### src/hw/rtl/sorted_priority_queue_defines.svh
// ----------------------------------------------------------------------------
// Sorted priority queue assertion macros
// Concurrent assertion wrappers, used by the queue's datapath.
// ----------------------------------------------------------------------------
`ifndef SORTED_PRIORITY_QUEUE_DEFINES_SVH
`define SORTED_PRIORITY_QUEUE_DEFINES_SVH

// Checked on every rising edge outside of reset.
`define SPQ_ASSERT(lbl, prop, msg) \
  lbl: assert property (@(posedge clk_i) disable iff (!rst_ni) (prop)) else $error(msg);

// Checked on every rising edge, during reset as well.
`define SPQ_ASSERT_ALWAYS(lbl, prop, msg) \
  lbl: assert property (@(posedge clk_i) (prop)) else $error(msg);

`endif

### src/hw/rtl/spq_pkg.sv
// ----------------------------------------------------------------------------
// Sorted priority queue package
// Request and response types, status and opcode codes, and the command and
// status groups between the controller and the datapath.
// ----------------------------------------------------------------------------
package spq_pkg;

  localparam int unsigned ValueW = 32;
  localparam int unsigned StatusW = 2;
  localparam int unsigned OccW = 5;

  // Opcodes of a request.
  localparam logic OP_INSERT = 1'b0;
  localparam logic OP_POP    = 1'b1;

  // Status codes of a response.
  localparam logic [StatusW-1:0] STATUS_DONE  = 2'd0;
  localparam logic [StatusW-1:0] STATUS_EMPTY = 2'd1;
  localparam logic [StatusW-1:0] STATUS_FULL  = 2'd2;

  // One request.
  typedef struct packed {
    logic                     opcode;
    logic signed [ValueW-1:0] value;
  } req_t;

  // One response.
  typedef struct packed {
    logic signed [ValueW-1:0] popped_value;
    logic [StatusW-1:0]       status;
    logic [OccW-1:0]          occupancy;
  } rsp_t;

  // Commands from the controller to the datapath.
  typedef struct packed {
    logic               load;
    logic               do_insert;
    logic               do_pop;
    logic               emit;
    logic [StatusW-1:0] status;
  } ctrl_cmd_t;

  // Status from the datapath to the controller.
  typedef struct packed {
    logic op_pop;
    logic empty;
    logic full;
  } dp_status_t;

endpackage

### src/hw/rtl/spq_ctrl.sv
// ----------------------------------------------------------------------------
// Sorted priority queue controller
// Accepts a request, then decides in the execute cycle whether the datapath
// inserts, pops or only reports a failed request.
// ----------------------------------------------------------------------------
module spq_ctrl import spq_pkg::*; (
  input  logic       clk_i,
  input  logic       rst_ni,
  input  logic       start,
  output logic       busy,
  input  dp_status_t dp_status_i,
  output ctrl_cmd_t  cmd_o
);

  localparam logic ST_IDLE = 1'b0;
  localparam logic ST_EXEC = 1'b1;

  logic state_q;
  logic state_d;

  // Next state and commands.
  always_comb begin
    state_d = state_q;
    cmd_o   = '0;
    case (state_q)
      ST_IDLE: begin
        if (start) begin
          cmd_o.load = 1'b1;
          state_d    = ST_EXEC;
        end
      end
      ST_EXEC: begin
        cmd_o.emit = 1'b1;
        if (dp_status_i.op_pop) begin
          if (dp_status_i.empty) begin
            cmd_o.status = STATUS_EMPTY;
          end else begin
            cmd_o.do_pop = 1'b1;
            cmd_o.status = STATUS_DONE;
          end
        end else begin
          if (dp_status_i.full) begin
            cmd_o.status = STATUS_FULL;
          end else begin
            cmd_o.do_insert = 1'b1;
            cmd_o.status    = STATUS_DONE;
          end
        end
        state_d = ST_IDLE;
      end
      default: begin
        state_d = ST_IDLE;
      end
    endcase
  end

  // State register.
  always_ff @(posedge clk_i or negedge rst_ni) begin
    if (!rst_ni) begin
      state_q <= ST_IDLE;
    end else begin
      state_q <= state_d;
    end
  end

  assign busy = (state_q != ST_IDLE);

endmodule

### src/hw/rtl/spq_datapath.sv
// ----------------------------------------------------------------------------
// Sorted priority queue datapath
// A row of value cells kept in ascending order. Every cell compares itself
// with the request value, so an insert or a pop shifts the whole row at once.
// ----------------------------------------------------------------------------
`include "sorted_priority_queue_defines.svh"

module spq_datapath import spq_pkg::*; #(
  parameter int unsigned DEPTH = 16
) (
  input  logic       clk_i,
  input  logic       rst_ni,
  input  req_t       req_i,
  input  ctrl_cmd_t  cmd_i,
  output dp_status_t dp_status_o,
  output logic       done_o,
  output rsp_t       rsp_o
);

  localparam int unsigned CntW = $clog2(DEPTH + 1);

  req_t                     req_q;
  logic signed [ValueW-1:0] entries_q [DEPTH];
  logic signed [ValueW-1:0] entries_d [DEPTH];
  logic [DEPTH-1:0]         gt;
  logic [CntW-1:0]          count_q;
  logic [CntW-1:0]          count_d;
  logic [CntW+OccW-1:0]     occ_wide;
  logic                     done_q;
  rsp_t                     rsp_q;

  // Request capture.
  always_ff @(posedge clk_i) begin
    if (cmd_i.load) begin
      req_q <= req_i;
    end
  end

  assign dp_status_o.op_pop = (req_q.opcode == OP_POP);
  assign dp_status_o.empty  = (count_q == '0);
  assign dp_status_o.full   = (count_q == CntW'(DEPTH));

  // Cells. A cell is marked when it is empty or holds a value greater than
  // the request value; the first marked cell is the insert slot.
  for (genvar i = 0; i < DEPTH; i++) begin : g_cell
    logic                     prev_gt;
    logic signed [ValueW-1:0] prev_entry;
    logic signed [ValueW-1:0] next_entry;

    assign gt[i] = (CntW'(i) >= count_q) || (req_q.value < entries_q[i]);

    if (i == 0) begin : g_head
      assign prev_gt    = 1'b0;
      assign prev_entry = req_q.value;
    end else begin : g_body
      assign prev_gt    = gt[i-1];
      assign prev_entry = entries_q[i-1];
    end

    if (i == DEPTH - 1) begin : g_tail
      assign next_entry = entries_q[i];
    end else begin : g_inner
      assign next_entry = entries_q[i+1];
    end

    always_comb begin
      entries_d[i] = entries_q[i];
      if (cmd_i.do_insert && gt[i]) begin
        entries_d[i] = prev_gt ? prev_entry : req_q.value;
      end else if (cmd_i.do_pop) begin
        entries_d[i] = next_entry;
      end
    end

    always_ff @(posedge clk_i) begin
      entries_q[i] <= entries_d[i];
    end
  end

  // Occupancy count.
  always_comb begin
    count_d = count_q;
    if (cmd_i.do_insert) begin
      count_d = count_q + CntW'(1);
    end else if (cmd_i.do_pop) begin
      count_d = count_q - CntW'(1);
    end
  end

  always_ff @(posedge clk_i or negedge rst_ni) begin
    if (!rst_ni) begin
      count_q <= '0;
    end else begin
      count_q <= count_d;
    end
  end

  assign occ_wide = {{OccW{1'b0}}, count_d};

  // Response register and strobe.
  always_ff @(posedge clk_i or negedge rst_ni) begin
    if (!rst_ni) begin
      done_q <= 1'b0;
    end else begin
      done_q <= cmd_i.emit;
    end
  end

  always_ff @(posedge clk_i) begin
    if (cmd_i.emit) begin
      rsp_q.popped_value <= cmd_i.do_pop ? entries_q[0] : '0;
      rsp_q.status       <= cmd_i.status;
      rsp_q.occupancy    <= occ_wide[OccW-1:0];
    end
  end

  assign done_o = done_q;
  assign rsp_o  = rsp_q;

  // Assertions.
  `SPQ_ASSERT(a_count_bound, count_q <= CntW'(DEPTH), "occupancy above capacity")
  `SPQ_ASSERT(a_one_update, !(cmd_i.do_insert && cmd_i.do_pop), "insert and pop together")
  `SPQ_ASSERT(a_pop_count, cmd_i.do_pop |=> count_q == $past(count_q) - CntW'(1), "pop count")
  `SPQ_ASSERT_ALWAYS(a_strobe_reset, !rst_ni |=> !done_o, "response strobe during reset")

endmodule

### src/hw/rtl/sorted_priority_queue.sv
// ----------------------------------------------------------------------------
// Sorted priority queue
// Bounded queue of signed values kept in ascending order. An insert goes
// behind every equal value; a pop returns the smallest value.
// ----------------------------------------------------------------------------
//   Channel    Handshake           Payload
//   request    start / busy        req_i  (opcode, value)
//   response   done_o strobe       rsp_o  (popped_value, status, occupancy)
//
// The accept edge captures a request; leaving the execute state updates the
// cell row and registers the response, and done_o is high for the cycle after
// that. busy is high only in the update cycle, so a new request may be accepted
// while the response strobe is shown, but not before the last one is executed.
// Reset clears the occupancy; stored values are not cleared and are never read
// before they are written. The response cannot be stalled.
// ----------------------------------------------------------------------------
module sorted_priority_queue import spq_pkg::*; #(
  parameter int unsigned DEPTH = 16
) (
  input  logic clk_i,
  input  logic rst_ni,
  input  logic start,
  output logic busy,
  input  req_t req_i,
  output logic done_o,
  output rsp_t rsp_o
);

  ctrl_cmd_t  cmd;
  dp_status_t dp_status;

  spq_ctrl u_ctrl (
    .clk_i       (clk_i),
    .rst_ni      (rst_ni),
    .start       (start),
    .busy        (busy),
    .dp_status_i (dp_status),
    .cmd_o       (cmd)
  );

  spq_datapath #(
    .DEPTH (DEPTH)
  ) u_datapath (
    .clk_i       (clk_i),
    .rst_ni      (rst_ni),
    .req_i       (req_i),
    .cmd_i       (cmd),
    .dp_status_o (dp_status),
    .done_o      (done_o),
    .rsp_o       (rsp_o)
  );

endmodule
### config.mk
export PLATFORM = sky130hd
export DESIGN_NAME = sorted_priority_queue
export DESIGN_NICKNAME = d
export VERILOG_FILES = /design/src/hw/rtl/spq_pkg.sv /design/src/hw/rtl/spq_ctrl.sv /design/src/hw/rtl/spq_datapath.sv /design/src/hw/rtl/sorted_priority_queue.sv
export VERILOG_INCLUDE_DIRS = /design/src /design/src/hw/rtl
export SDC_FILE = /design/constraint.sdc
export NUM_CORES = 2
export LEC_CHECK = 0
export BUFFER_PORTS_ARGS = -buffer_cell sky130_fd_sc_hd__buf_2
export CORE_MARGIN = 3
export CORE_UTILIZATION = 55
export CTS_BUF_LIST = sky130_fd_sc_hd__clkbuf_16
export DETAILED_ROUTE_END_ITERATION = 12
export GPL_ROUTABILITY_DRIVEN = 1
export HOLD_SLACK_MARGIN = 0.12
export PLACE_DENSITY = 0.82
export REMOVE_ABC_BUFFERS = 1
export SETUP_SLACK_MARGIN = 0.2
export SYNTH_ARGS = -nofsm -noshare
export SYNTH_HDL_FRONTEND = slang
export SYNTH_SLANG_ARGS = --single-unit
export TNS_END_PERCENT = 20
### constraint.sdc
create_clock -name clk_i -period 7.73 [get_ports clk_i]
set_input_delay 0.3865 -clock clk_i [delete_from_list [all_inputs] [get_ports clk_i]]
set_output_delay 0.3865 -clock clk_i [all_outputs]
set_load 0.1 [all_outputs]
# Yosys cells after proc, flatten, opt, wreduce, memory -nomap -nowiden
# Memories as Yosys holds them, arrays and structs flattened.
# Index checks and enable logic that the tools add are counted.
# W data, S select, Z words.
[word_totals]
reg_bits = 79
mem_bits_rw = 512
in_bits = 36
elab_cells = 137
n_memories = 1
[mem_list]
columns = ["memory", "words", "word_bits", "read_ports", "rd_ports_with_merged_regs", "write_ports", "line_no", "rtl"]
rows = [
  ["u_datapath.entries_q", 16, 32, 16, 0, 16, "spq_datapath.sv:23", "logic signed [ValueW-1:0] entries_q [DEPTH];"],
]
[op_classes]
add_sub_neg = 2
n_lt_le_gt_ge = 32
eq_ne = 1
mux = 59
bitwise_logic = 1
reduce_logical = 33
[ops]
columns = ["op", "n"]
rows = [
  ["$mux W32", 46],
  ["$lt A32 B32 Y1", 16],
  ["$ge A4 B5 Y1 const A", 8],
  ["$ge A3 B5 Y1 const A", 4],
  ["$logic_and A1 B1 Y1", 16],
  ["$logic_or A1 B1 Y1", 16],
  ["$mux W5", 3],
  ["$ge A1 B5 Y1 const A", 2],
  ["$ge A2 B5 Y1 const A", 2],
  ["$mux W1", 7],
  ["$add A5 B1 Y5 const B", 1],
  ["$eq A5 B5 Y1 const B", 1],
  ["$logic_not A5 Y1", 1],
  ["$sub A5 B1 Y5 const B", 1],
  ["$mux W2", 2],
  ["$pmux W1 S2", 1],
  ["$not A1 Y1", 1],
]

# Logic depth before layout (Yosys ltp)
[depth]
word_depth = 6
mapped_depth = 13

# By module
# From an unflattened synthesis, not the netlist that was laid out.
[unflattened]
cells_unflattened = 3905
hier_area_um2 = 41355.9
[by_module_without_submodules]
columns = ["module", "n_inst", "cells_per_inst", "area_each_um2", "seq_area_each_um2"]
rows = [
  ["spq_datapath", 1, 3897, 41273.3, 17687.0],
  ["spq_ctrl", 1, 8, 82.6, 25.0],
]

# Least setup slack after synthesis
# Ideal clock, no wire load.
[synth_timing]
kind = "register to register"
from = "reg u_ctrl.busy (netlist name)"
to = "mem u_datapath.entries_q[1][0], in the netlist u_datapath.entries_q[0][32], enable pin"
setup_time_ns = 0.466
t_arrival_ns = 5.185
t_required_ns = 7.264
setup_slack_ns = 2.080
stages_incl_launch_ff = 4
path_buffers = 0
period_less_slack_ns = 5.650
cell_sequence = "dfrtp_1 nand3b_1 a31o_2 o21ai_0"
[synth_lines]
columns = ["element", "line_no"]
rows = [
  ["end, declared", "spq_datapath.sv:23"],
]

==> metrics.txt <==
status finished, violations left; failing checks max-capacitance violations, max-slew violations; Netlist cell types 81; post-cts resize count 0; # nets final 4,754; crit-path cells buf_4, ha_1, a21oi_1, o21ai_0, a2111oi_0, a31oi_1, or4b_1, o221a_2, nor2_8, mux2_2; Inst Count DP 5,131; register bit total from synthesis 591; global-route wire length before repair 175,000 um; worst hold path class input pin to async pin; Internal 8460 uW; IO Port Bufs 76; Final Total Pwr 13,600 uW; R2R setup slack 2.36 ns; Final Wtd Congestion 0.928; Die Area 80,100 um2; Finished Core Util 61.4%; DR WL/cell 20.7 um; total congestion overflow 0; clock buffer count from CTS 70; Switching Share 37.8%; clk_skew 0.0242 ns; clock share of power 23.4%; WP buf/inv 1; WL final 109,000 um; DP Area 43,600 um2; crit-path max cell delay 1.29 ns; yosys warns 0; Comb pwr share 40.5%; drt initial violations 3,010; Setup-failing EPs final 0; final hold violations 0; f_max 0.186 GHz; PwrDens 295 nW/um2; number of max-cap violations 1; Leakage 0.0213 uW; critical path arrival 5.74 ns; CTS sink count 591; Multi-input gate area 21,700 um2; number of flops mapped to enable cells by yosys 584; Die Wd 283 um; register area share after synthesis 42.0%; Mapped Area 42,200 um2; Worst-Margin Slew 1.47 ns; Seq. cell area 17,700 um2; drt first pass iters 6; clk buf depth 3; synth-to-layout area growth 9.32%; fillcell total 5,937; RSZ-0062 raised after global routing no; Post-Syn Instances 4,178; Fin Hold WS 0.162 ns; slowest CP cell a2111oi_0; Vias/cell 6.05; Flop pwr share 36.1%; post-route cell area 46,100 um2; Setup Crit Path Kind register to register; height of the die 283 um; Syn Area/Cell 10.1 um2; fin. max-slew vios 1; CTS tree yes; Net Sw Power 5140 uW; Crit. End Element register; DP HPWL 81,000 um; fin crit share 69.5%; Antenna Nets Post-Route 0; ys flop type edfxtp_1; H-Tree Depth 3; global-route usage over all layers 26.8%; minimum clock period 5.37 ns; clock transition at the registers of the reported paths 0.06 ns; drc violations 0; initial antenna violation count 8; routed vias 32,000; clk root buf clkbuf_16; Critical Path RT 8.09 ns; FP Rows 100; Top Ports 77; Final Instance Count excl. Fillers 5,289; Synth async-reset ratio 1.18%; Clock Latency Late Sink 0.62 ns; largest net degree at the start of global routing 66; CP Launch Type register; layout cell share with drive strength beyond 1 9.33%; kind of cell adding the most delay to the critical path compound AO/OA/AOI/OAI gates; number of global-route vias before repair 32,500; Worst slew margin -0.516%; Crit Path Max Fanout 32; Initial Util 56.1%; Core Region 75,200 um2; VDD IR-drop max 0.000186 V
## cell families (layout without fill, tap and decap cells)
| group | Yosys count | after routing | share of synthesized area, % |
|---|---|---|---|
| AND/OR/NAND/NOR | 879 | 879 | 9.28 |
| AO/OA/AOI/OAI | 860 | 860 | 12.2 |
| buffers and inverters | 742 | 831 | 7.03 |
| multiplexers | 601 | 601 | 14.6 |
| flip-flops | 591 | 591 | 42.0 |
| adder cells (fa/ha/maj) | 501 | 501 | 14.8 |
| XOR/XNOR | 4 | 4 | 0.0830 |
| other | 0 | 2 | 0 |
## state kept, by name, indices dropped and copies added, names as in the netlist
name                          flops
u_ctrl.busy                       1
u_datapath.g_cell.prev_entry     32
u_datapath.rsp_o                 39
u_datapath.dp_status_o            1
u_datapath.entries_q            512
u_datapath.done_o                 1
u_datapath.count_q                5
## per-stage QoR
| stage | worst slack, ns | TNS (ns) |
|---|---|---|
| floorplan | -2.69 | -89.20 |
| global placement | 2.58 | 0 |
| detailed placement | 2.55 | 0 |
| CTS | 2.55 | 0 |
| global route | 2.37 | 0 |
| finish | 2.36 | 0 |
## cell type report
cell class,instances,share of cell area [%]
Multi-Input combinational cell,2845,47.1
Sequential cell,591,38.4
Inverter,519,4.22
Clock buffer,73,3.96
Timing Repair Buffer,190,2.86
Tap cell,1020,2.77
Clock inverter,49,0.716
Antenna cell,2,0.0108
## final timing paths
path,depth (start not counted),startpoint,end
worst min-delay path,2,rst_ni,u_ctrl.busy
worst min register to register,1,u_datapath.entries_q[1][210],u_datapath.entries_q[1][242]
worst max register to register,10,u_datapath.g_cell[0].prev_entry[15],u_datapath.entries_q[0][5]
worst max-delay path,10,u_datapath.g_cell[0].prev_entry[15],u_datapath.entries_q[0][5]
max in group asynchronous,2,rst_ni,u_ctrl.busy
min in group clk_i,3,start,u_ctrl.busy
## worst reg2reg max path, delay by kind of cell (launching register included)
kind            cells  cell delay (ns)
fa+ha+maj           1             0.32
flops               1             0.69
buf+inv             1             0.38
mux                 1             0.46
compound gates      5             2.22
simple gates        2             1.08
## Yosys cell counts (10+ instances only)
cell / number / share of area (%)
buf_2: 74 / 0.88
edfxtp_1: 584 / 42
o211ai_1: 17 / 0.30
a2111oi_0: 12 / 0.25
nand4_1: 64 / 0.95
nor4_1: 11 / 0.16
a21oi_1: 291 / 3.4
nor3_1: 19 / 0.23
a211oi_1: 15 / 0.27
ha_1: 501 / 15
clkbuf_1: 125 / 1.1
a21o_1: 31 / 0.55
o21ai_1: 38 / 0.45
mux2_2: 97 / 2.6
mux2i_1: 496 / 12
o21a_1: 19 / 0.34
or3_1: 10 / 0.15
a2bb2oi_1: 31 / 0.64
nand3_1: 26 / 0.31
nor2_1: 235 / 2.1
nor2b_1: 13 / 0.19
a31oi_1: 49 / 0.73
and4_1: 13 / 0.27
nand2_1: 419 / 3.7
inv_1: 519 / 4.6
nand2b_1: 24 / 0.36
a22o_1: 30 / 0.62
o21ai_0: 251 / 3.0
## cell usage in the layout, fill, tap and decap left out, types with 24 or more instances in the layout
master / Yosys / routed
edfxtp_1: 584 / 584
inv_1: 519 / 530
ha_1: 501 / 501
mux2i_1: 496 / 496
nand2_1: 419 / 416
a21oi_1: 291 / 289
o21ai_0: 251 / 247
nor2_1: 235 / 233
mux2_2: 97 / 97
buf_4: 9 / 80
buf_2: 74 / 76
clkbuf_16: 0 / 73
nand4_1: 64 / 64
a31oi_1: 49 / 48
o21ai_1: 38 / 36
dlygate4sd3_1: 0 / 34
a21o_1: 31 / 31
a2bb2oi_1: 31 / 31
a22o_1: 30 / 30
nand3_1: 26 / 24
## power groups by stage
stage          combinational, uW  clock, uW  sequential (uW)
3_3_place_gp                5180          0             4910
2_1_floorplan               3980          0             4940
4_1_cts                     5460       3210             4880
3_5_place_dp                5400          0             4940
5_1_grt                     6050       3340             4970
6_report                    5510       3180             4910
## what timing repair did
| item | in CTS | in global routing |
|---|---|---|
| buffers inserted | 0 | 0 |
| hold buffers | 34 | 0 |
| hold endpoints to repair | 40 | 0 |
| setup endpoints to repair | 0 | 0 |
## routing by layer
layer | global-route usage [%] | vias to the layer above | wire [um]
met5 | 0 | - | 46
met3 | 3.51 | 289 | 6990
li1 | - | 15100 | -
met1 | 34.2 | 15300 | 45100
met4 | 13.2 | 6 | 5620
met2 | 45.1 | 1289 | 51600
Note: power is estimated with default switching activity, not from simulation.
